<file path="src/design/ffa_pkg.sv">
// Shared constants, codes and types of the first-fit allocator.
`timescale 1ns / 1ps
package ffa_pkg;
   // Heap geometry and fixed field widths.
   localparam int HEAP_UNITS_DEF = 4096;
   localparam int HEADER_BYTES   = 16;
   localparam int PAYLOAD_UNITS  = 4095;
   localparam int NEED_W         = 13;

   // Request commands.
   localparam logic [1:0] CMD_ALLOC   = 2'd0;
   localparam logic [1:0] CMD_FREE    = 2'd1;
   localparam logic [1:0] CMD_REALLOC = 2'd2;

   // Datapath operations.
   localparam logic [3:0] DP_NOP          = 4'd0;
   localparam logic [3:0] DP_LOAD         = 4'd1;
   localparam logic [3:0] DP_READ         = 4'd2;
   localparam logic [3:0] DP_STEP         = 4'd3;
   localparam logic [3:0] DP_FOUND        = 4'd4;
   localparam logic [3:0] DP_LOCATED      = 4'd5;
   localparam logic [3:0] DP_ADD          = 4'd6;
   localparam logic [3:0] DP_GROW         = 4'd7;
   localparam logic [3:0] DP_WR_SPLIT     = 4'd8;
   localparam logic [3:0] DP_WR_NEED_USED = 4'd9;
   localparam logic [3:0] DP_WR_SPAN_USED = 4'd10;
   localparam logic [3:0] DP_WR_SUM_FREE  = 4'd11;
   localparam logic [3:0] DP_WR_OLD_USED  = 4'd12;
   localparam logic [3:0] DP_WR_REST      = 4'd13;

   // Result address selection.
   localparam logic [1:0] RSP_ZERO  = 2'd0;
   localparam logic [1:0] RSP_HIT   = 2'd1;
   localparam logic [1:0] RSP_BREAK = 2'd2;
   localparam logic [1:0] RSP_UNIT  = 2'd3;

   typedef struct packed {
      logic [3:0] op;
      logic       rsp_load;
      logic [1:0] rsp_sel;
      logic       rsp_status;
   } dp_cmd_type;

   typedef struct packed {
      logic below_break;
      logic past_target;
      logic at_target;
      logic fits;
      logic used;
      logic free_nz;
      logic sum_ge_need;
      logic old_ge_need;
      logic can_split;
      logic can_grow;
      logic can_rest;
      logic addr_ok;
      logic addr_zero;
      logic bytes_zero;
   } dp_status_type;
endpackage

</file>
<file path="src/design/ffa_controller.sv">
// Controller state machine of the allocator: sequences walks, splits, merges and results.
`timescale 1ns / 1ps
module ffa_controller (
   input  logic                   clock,
   input  logic                   reset,
   input  logic                   req_valid,
   output logic                   req_stall,
   input  logic [1:0]             req_command,
   output logic                   rsp_valid,
   input  logic                   rsp_stall,
   output ffa_pkg::dp_cmd_type    dp_cmd,
   input  ffa_pkg::dp_status_type dp_status
);
   import ffa_pkg::*;

   localparam logic [3:0] S_IDLE    = 4'd0;
   localparam logic [3:0] S_A_CHK   = 4'd1;
   localparam logic [3:0] S_A_EV    = 4'd2;
   localparam logic [3:0] S_SPLIT   = 4'd3;
   localparam logic [3:0] S_MARK    = 4'd4;
   localparam logic [3:0] S_L_CHK   = 4'd5;
   localparam logic [3:0] S_L_EV    = 4'd6;
   localparam logic [3:0] S_F_CHK   = 4'd7;
   localparam logic [3:0] S_F_EV    = 4'd8;
   localparam logic [3:0] S_F_WR    = 4'd9;
   localparam logic [3:0] S_R_CHK   = 4'd10;
   localparam logic [3:0] S_R_EV    = 4'd11;
   localparam logic [3:0] S_R_MISS  = 4'd12;
   localparam logic [3:0] S_RESTORE = 4'd13;
   localparam logic [3:0] S_REST    = 4'd14;
   localparam logic [3:0] S_RESP    = 4'd15;

   logic [3:0] state_ff, state_in;
   logic [1:0] cmd_ff, cmd_in;
   logic       realloc_ff, realloc_in;
   logic [1:0] eff_cmd;

   // Reallocate without an address allocates; with zero bytes it frees.
   always_comb begin
      eff_cmd = req_command;
      if (eff_cmd == CMD_REALLOC && dp_status.addr_zero) begin
         eff_cmd = CMD_ALLOC;
      end
      if (eff_cmd == CMD_REALLOC && dp_status.bytes_zero) begin
         eff_cmd = CMD_FREE;
      end
   end

   // Next state and datapath command.
   always_comb begin
      state_in   = state_ff;
      cmd_in     = cmd_ff;
      realloc_in = realloc_ff;
      dp_cmd     = '{op: DP_NOP, rsp_load: 1'b0, rsp_sel: RSP_ZERO, rsp_status: 1'b0};
      case (state_ff)
         S_IDLE: begin
            if (req_valid) begin
               dp_cmd.op  = DP_LOAD;
               cmd_in     = eff_cmd;
               realloc_in = 1'b0;
               if (eff_cmd == CMD_ALLOC) begin
                  state_in = S_A_CHK;
               end else if ((eff_cmd == CMD_FREE || eff_cmd == CMD_REALLOC) &&
                            dp_status.addr_ok) begin
                  state_in = S_L_CHK;
               end else begin
                  dp_cmd.rsp_load = 1'b1;
                  state_in        = S_RESP;
               end
            end
         end
         // First-fit walk, then growth at the break.
         S_A_CHK: begin
            if (dp_status.below_break) begin
               dp_cmd.op = DP_READ;
               state_in  = S_A_EV;
            end else if (dp_status.can_grow) begin
               dp_cmd.op       = DP_GROW;
               dp_cmd.rsp_load = 1'b1;
               dp_cmd.rsp_sel  = RSP_BREAK;
               state_in        = S_RESP;
            end else if (realloc_ff) begin
               state_in = S_RESTORE;
            end else begin
               dp_cmd.rsp_load   = 1'b1;
               dp_cmd.rsp_status = 1'b1;
               state_in          = S_RESP;
            end
         end
         S_A_EV: begin
            if (dp_status.fits) begin
               dp_cmd.op = DP_FOUND;
               state_in  = S_SPLIT;
            end else begin
               dp_cmd.op = DP_STEP;
               state_in  = S_A_CHK;
            end
         end
         // Split off a free remainder, or mark the whole chunk.
         S_SPLIT: begin
            if (dp_status.can_split) begin
               dp_cmd.op = DP_WR_SPLIT;
               state_in  = S_MARK;
            end else begin
               dp_cmd.op       = DP_WR_SPAN_USED;
               dp_cmd.rsp_load = 1'b1;
               dp_cmd.rsp_sel  = RSP_HIT;
               state_in        = S_RESP;
            end
         end
         S_MARK: begin
            dp_cmd.op       = DP_WR_NEED_USED;
            dp_cmd.rsp_load = 1'b1;
            dp_cmd.rsp_sel  = RSP_HIT;
            state_in        = S_RESP;
         end
         // Walk to the chunk named by the address.
         S_L_CHK: begin
            if (dp_status.below_break && !dp_status.past_target) begin
               dp_cmd.op = DP_READ;
               state_in  = S_L_EV;
            end else begin
               dp_cmd.rsp_load = 1'b1;
               state_in        = S_RESP;
            end
         end
         S_L_EV: begin
            if (!dp_status.at_target) begin
               dp_cmd.op = DP_STEP;
               state_in  = S_L_CHK;
            end else if (!dp_status.used) begin
               dp_cmd.rsp_load = 1'b1;
               state_in        = S_RESP;
            end else if (cmd_ff == CMD_FREE) begin
               dp_cmd.op = DP_LOCATED;
               state_in  = S_F_CHK;
            end else if (dp_status.old_ge_need) begin
               // The chunk already holds the size, so its own address is returned.
               dp_cmd.op       = DP_LOCATED;
               dp_cmd.rsp_load = 1'b1;
               dp_cmd.rsp_sel  = RSP_UNIT;
               state_in        = S_RESP;
            end else begin
               dp_cmd.op = DP_LOCATED;
               state_in  = S_R_CHK;
            end
         end
         // Free: merge the free chunks that follow.
         S_F_CHK: begin
            if (dp_status.below_break) begin
               dp_cmd.op = DP_READ;
               state_in  = S_F_EV;
            end else begin
               state_in = S_F_WR;
            end
         end
         S_F_EV: begin
            if (dp_status.free_nz) begin
               dp_cmd.op = DP_ADD;
               state_in  = S_F_CHK;
            end else begin
               state_in = S_F_WR;
            end
         end
         S_F_WR: begin
            dp_cmd.op       = DP_WR_SUM_FREE;
            dp_cmd.rsp_load = 1'b1;
            state_in        = S_RESP;
         end
         // Reallocate: absorb following free chunks until the size is met.
         S_R_CHK: begin
            if (dp_status.below_break) begin
               dp_cmd.op = DP_READ;
               state_in  = S_R_EV;
            end else begin
               state_in = S_R_MISS;
            end
         end
         S_R_EV: begin
            if (dp_status.free_nz) begin
               dp_cmd.op = DP_ADD;
               state_in  = dp_status.sum_ge_need ? S_SPLIT : S_R_CHK;
            end else begin
               state_in = S_R_MISS;
            end
         end
         S_R_MISS: begin
            dp_cmd.op  = DP_WR_SUM_FREE;
            realloc_in = 1'b1;
            state_in   = S_A_CHK;
         end
         // Failed move: put back the old chunk and the free space after it.
         S_RESTORE: begin
            dp_cmd.op = DP_WR_OLD_USED;
            if (dp_status.can_rest) begin
               state_in = S_REST;
            end else begin
               dp_cmd.rsp_load   = 1'b1;
               dp_cmd.rsp_status = 1'b1;
               state_in          = S_RESP;
            end
         end
         S_REST: begin
            dp_cmd.op         = DP_WR_REST;
            dp_cmd.rsp_load   = 1'b1;
            dp_cmd.rsp_status = 1'b1;
            state_in          = S_RESP;
         end
         S_RESP: begin
            if (!rsp_stall) begin
               state_in = S_IDLE;
            end
         end
         default: begin
            state_in = S_IDLE;
         end
      endcase
   end

   always_ff @(posedge clock) begin
      if (reset) begin
         state_ff   <= S_IDLE;
         cmd_ff     <= CMD_ALLOC;
         realloc_ff <= 1'b0;
      end else begin
         state_ff   <= state_in;
         cmd_ff     <= cmd_in;
         realloc_ff <= realloc_in;
      end
   end

   assign req_stall = state_ff != S_IDLE;
   assign rsp_valid = state_ff == S_RESP;

   // Header memory is only read below the break.
   a_read_in_heap: assert property (@(posedge clock) disable iff (reset)
      dp_cmd.op == DP_READ |-> dp_status.below_break)
      else $error("header read at or above the heap break");

   // Growth only happens when the new chunk fits.
   a_grow_fits: assert property (@(posedge clock) disable iff (reset)
      dp_cmd.op == DP_GROW |-> dp_status.can_grow)
      else $error("heap grown past its limit");

   // Restoring an old chunk only follows a failed reallocate move.
   a_restore_realloc: assert property (@(posedge clock) disable iff (reset)
      state_ff == S_RESTORE |-> realloc_ff && cmd_ff == CMD_REALLOC)
      else $error("restore outside a reallocate");

   // An accepted item always leads to a result being loaded before it is shown.
   a_result_loaded: assert property (@(posedge clock) disable iff (reset)
      state_ff != S_RESP && state_in == S_RESP |-> dp_cmd.rsp_load)
      else $error("result shown without being loaded");
endmodule

</file>
<file path="config.mk">
export PLATFORM = sky130hd
export DESIGN_NAME = ffa_controller
export DESIGN_NICKNAME = d
export VERILOG_FILES = /design/src/design/ffa_pkg.sv /design/src/design/ffa_controller.sv
export SDC_FILE = /design/constraint.sdc
export NUM_CORES = 1
export LEC_CHECK = 0
export BUFFER_PORTS_ARGS = -buffer_cell sky130_fd_sc_hd__buf_2
export CORE_UTILIZATION = 47
export DETAILED_ROUTE_END_ITERATION = 7
export GPL_TIMING_DRIVEN = 0
export PLACE_DENSITY = 0.76
export SETUP_SLACK_MARGIN = 0.3
export SLEW_MARGIN = 20
export SYNTH_ARGS = -nofsm -noshare
export SYNTH_HDL_FRONTEND = slang
export SYNTH_SLANG_ARGS = --single-unit
</file>
<file path="constraint.sdc">
create_clock -name clock -period 1.52 [get_ports clock]
set_input_delay 0.304 -clock clock [delete_from_list [all_inputs] [get_ports clock]]
set_output_delay 0.304 -clock clock [all_outputs]
set_load 0.005 [all_outputs]
</file>
==> results.sh <==
export IMPL_max_stage_delay_ps=410
export IMPL_ctsHtreeMaxLevel=1
export IMPL_power_switching_mw=1.64
export IMPL_hp_start="reset"
export IMPL_start_util_pct=49.7
export IMPL_synth_seq_area_share_pct=12.8
export IMPL_startpoint="state_ff[1]"
export IMPL_outcome="finished with violations"
export IMPL_ys_flop_type="dfxtp_1"
export IMPL_end_kind="primary output"
export IMPL_synth_top_area_share_pct=12.8
export IMPL_cts_tree="yes"
export IMPL_switching_share_pct=47.1
export IMPL_max_cap_violations=0
export IMPL_gr_total_overflow=0
export IMPL_slew_headroom_pct=73.5
export IMPL_cp_num_buf_inv=2
export IMPL_power_mw=3.47
export IMPL_finalHoldViolCount=0
export IMPL_synth_area_leaders="dfxtp_1 13%, o21ai_0 4.6%, nand2_1 4.4%"
export IMPL_wl_per_cell_um=19.5
export IMPL_async_flop_share_pct=0
export IMPL_dp_cells=205
export IMPL_reg2reg_from="state_ff[3]"
export IMPL_synth_seq_cells=7
export IMPL_route_detailed_drc=0
export IMPL_grt_max_degree=11
export IMPL_clk_pin_slew_ps=50
export IMPL_netlist_area_um2=1100
export IMPL_arrival_ps=1650
export IMPL_place_congestion=0.958
export IMPL_cts_made_buffers=3
export IMPL_dp_hpwl_mm=2.75
export IMPL_dpl_worst_slack_ps=-211
export IMPL_seqPwrFrac_pct=11.2
export IMPL_drt_iter0_drc=116
export IMPL_grt_pass1_wl_mm=6.58
export IMPL_powerDensity_nw_per_um2=1950
export IMPL_grt_usage_pct=34.6
export IMPL_synth_cell_types=60
export IMPL_rsz0062_at_grt="true"
export IMPL_start_kind="flip-flop"
export IMPL_tightestPinTransition_ps=397
export IMPL_min_period_ps=1950
export IMPL_violations="setup timing"
export IMPL_ys_warn_count=0
export IMPL_clk_insertion_delay_late_ps=250
export IMPL_io_pins=30
export IMPL_grt_pass1_vias=1334
export IMPL_area_delta_synth_final_pct=62.0
export IMPL_synth_cells=149
export IMPL_diodes=0
export IMPL_cp_max_fo=8
export IMPL_firstDrtPassIters=5
export IMPL_die_x_um=50.3
export IMPL_slowest_stage="dfxtp_4"
export IMPL_synth_top_area_cell="dfxtp_1"
export IMPL_drive_gt1_share_pct=55.4
export IMPL_clock_sinks=7
export IMPL_dieArea_um2=2530
export IMPL_leakagePower_nw=0.715
export IMPL_crit_family="flip-flops"
export IMPL_root_buffer="clkbuf_4"
export IMPL_p_clk_share_pct=4.8
export IMPL_timing_final_max_slew_violations=0
export IMPL_path_class="reg2out"
export IMPL_dieHeight_um=50.3
export IMPL_syn_area_per_cell_um2=7.37
export IMPL_rows=17
export IMPL_hold_slack_ps=305
export IMPL_layout_cells_non_filler=230
export IMPL_setup_viol=15
export IMPL_clk_path_buf_depth=2
export IMPL_grt_antenna_before_repair=0
export IMPL_coreArea_um2=2210
export IMPL_hp_class="in2reg"
export IMPL_power_internal_mw=1.84
export IMPL_wl_mm=4.50
export IMPL_synth_nets=170
export IMPL_postRouteAntennaNets=0
export IMPL_fin_nets=224
export IMPL_viasPerCell=6.47
export IMPL_crit_path_cell_trace="buf_6, and3b_4, a221oi_2, nand4_1, buf_2"
export IMPL_portBuffers=28
export IMPL_vias=1487
export IMPL_max_vdd_ir_drop_mv=2.07
export IMPL_cp_required_ps=1220
export IMPL_period_share_pct=128
export IMPL_postLayoutSetupSlackWorst_ps=-432
export IMPL_fin_util_pct=80.4
export IMPL_max_freq_ghz=0.512
export IMPL_skew_ps=4.21
export IMPL_combPwrFrac_pct=83.9
export IMPL_synth_edff_count=0
## through the flow
step                      setup TNS [ps]  instance area, um2
after floorplan                        0                1230
after global placement              -849                1410
after global routing               -4130                1780
final                              -3160                1780
after CTS                          -2520                1660
after detailed placement            -825                1410
## layer usage
| layer | vias to the layer above | GRT usage (%) | wire length, um | part of all wire [%] |
|---|---|---|---|---|
| met4 | 0 | 10.2 | 201 | 4.5 |
| li1 | 667 | - | - | - |
| met5 | - | 0 | 0 | 0 |
| met3 | 22 | 9.09 | 428 | 9.5 |
| met2 | 101 | 56.7 | 2130 | 47 |
| met1 | 697 | 44.0 | 1740 | 39 |
## registers in the layout (all words and copies together) (netlist names)
name	count
cmd_ff	2
realloc_ff	1
state_ff	4
## final cells by class
class | count | area [um2]
plain buffers | 10 | 158
clock buffers | 4 | 26.3
fillers | 139 | 433
inverters | 7 | 32.5
repair buffers | 49 | 323
multi-input cells | 125 | 1050
well taps | 28 | 35.0
flip-flops and latches | 7 | 155
## timing repair
action / CTS / global route
hold buffers: 0 / 0
setup buffers: 14 / 7
gates resized for setup: 32 / 16
pin swaps: 7 / 12
setup endpoints to repair: 17 / 17
## worst register-to-register path: cells and delay by family (launching register included)
| kind | cells | cell delay (ps) |
|---|---|---|
| buffers and inverters | 5 | 590 |
| flip-flops | 1 | 370 |
| AO/OA/AOI/OAI | 2 | 280 |
| AND/OR/NAND/NOR | 2 | 270 |
## worst paths after layout
kind                               endpoint  slack [ps]  depth (start not counted)
worst min-delay path              cmd_ff[1]         310                          2
worst min register to register    cmd_ff[1]         490                          2
worst max-delay path              dp_cmd[3]        -430                          5
worst max register to register  state_ff[3]        -150                          9
## power by group through the flow
| stage | logic, mW | registers [mW] | clock network [mW] |
|---|---|---|---|
| final | 2.91 | 0.390 | 0.168 |
| after CTS | 2.53 | 0.378 | 0.174 |
| after global placement | 1.98 | 0.370 | 0 |
| after floorplan | 1.48 | 0.342 | 0 |
| after global routing | 3.05 | 0.398 | 0.187 |
| after detailed placement | 1.99 | 0.373 | 0 |
## Yosys cell counts (3+ instances only)
master	number
a31oi_1	4
o21ai_1	3
nand3b_1	3
clkbuf_1	3
a21oi_1	9
o21ai_0	10
nand4_1	4
dfxtp_1	7
inv_1	6
buf_4	3
or3_1	3
nor2b_1	7
nor2_1	11
nand2_1	13
nand2b_1	7
## cells in the final DEF, fill, tap and decap left out, drive strengths merged, types with 4 or more instances in the layout
cell type,n
a21oi,9
a31oi,4
buf,56
clkbuf,7
dfxtp,7
inv,6
nand2,14
nand2b,7
nand4,4
nor2,11
nor2b,7
nor3,4
o21ai,13
## cells by family after synthesis
logic type	after synthesis	synth area share [%]
AOI/OAI and AO/OA	54	38.5
DFF	7	12.8
and+or+nand+nor	69	38.3
buffers and inverters	17	8.43
adders and majority gates	1	1.14
muxes	1	0.911
(Power assumes the default switching activity.)
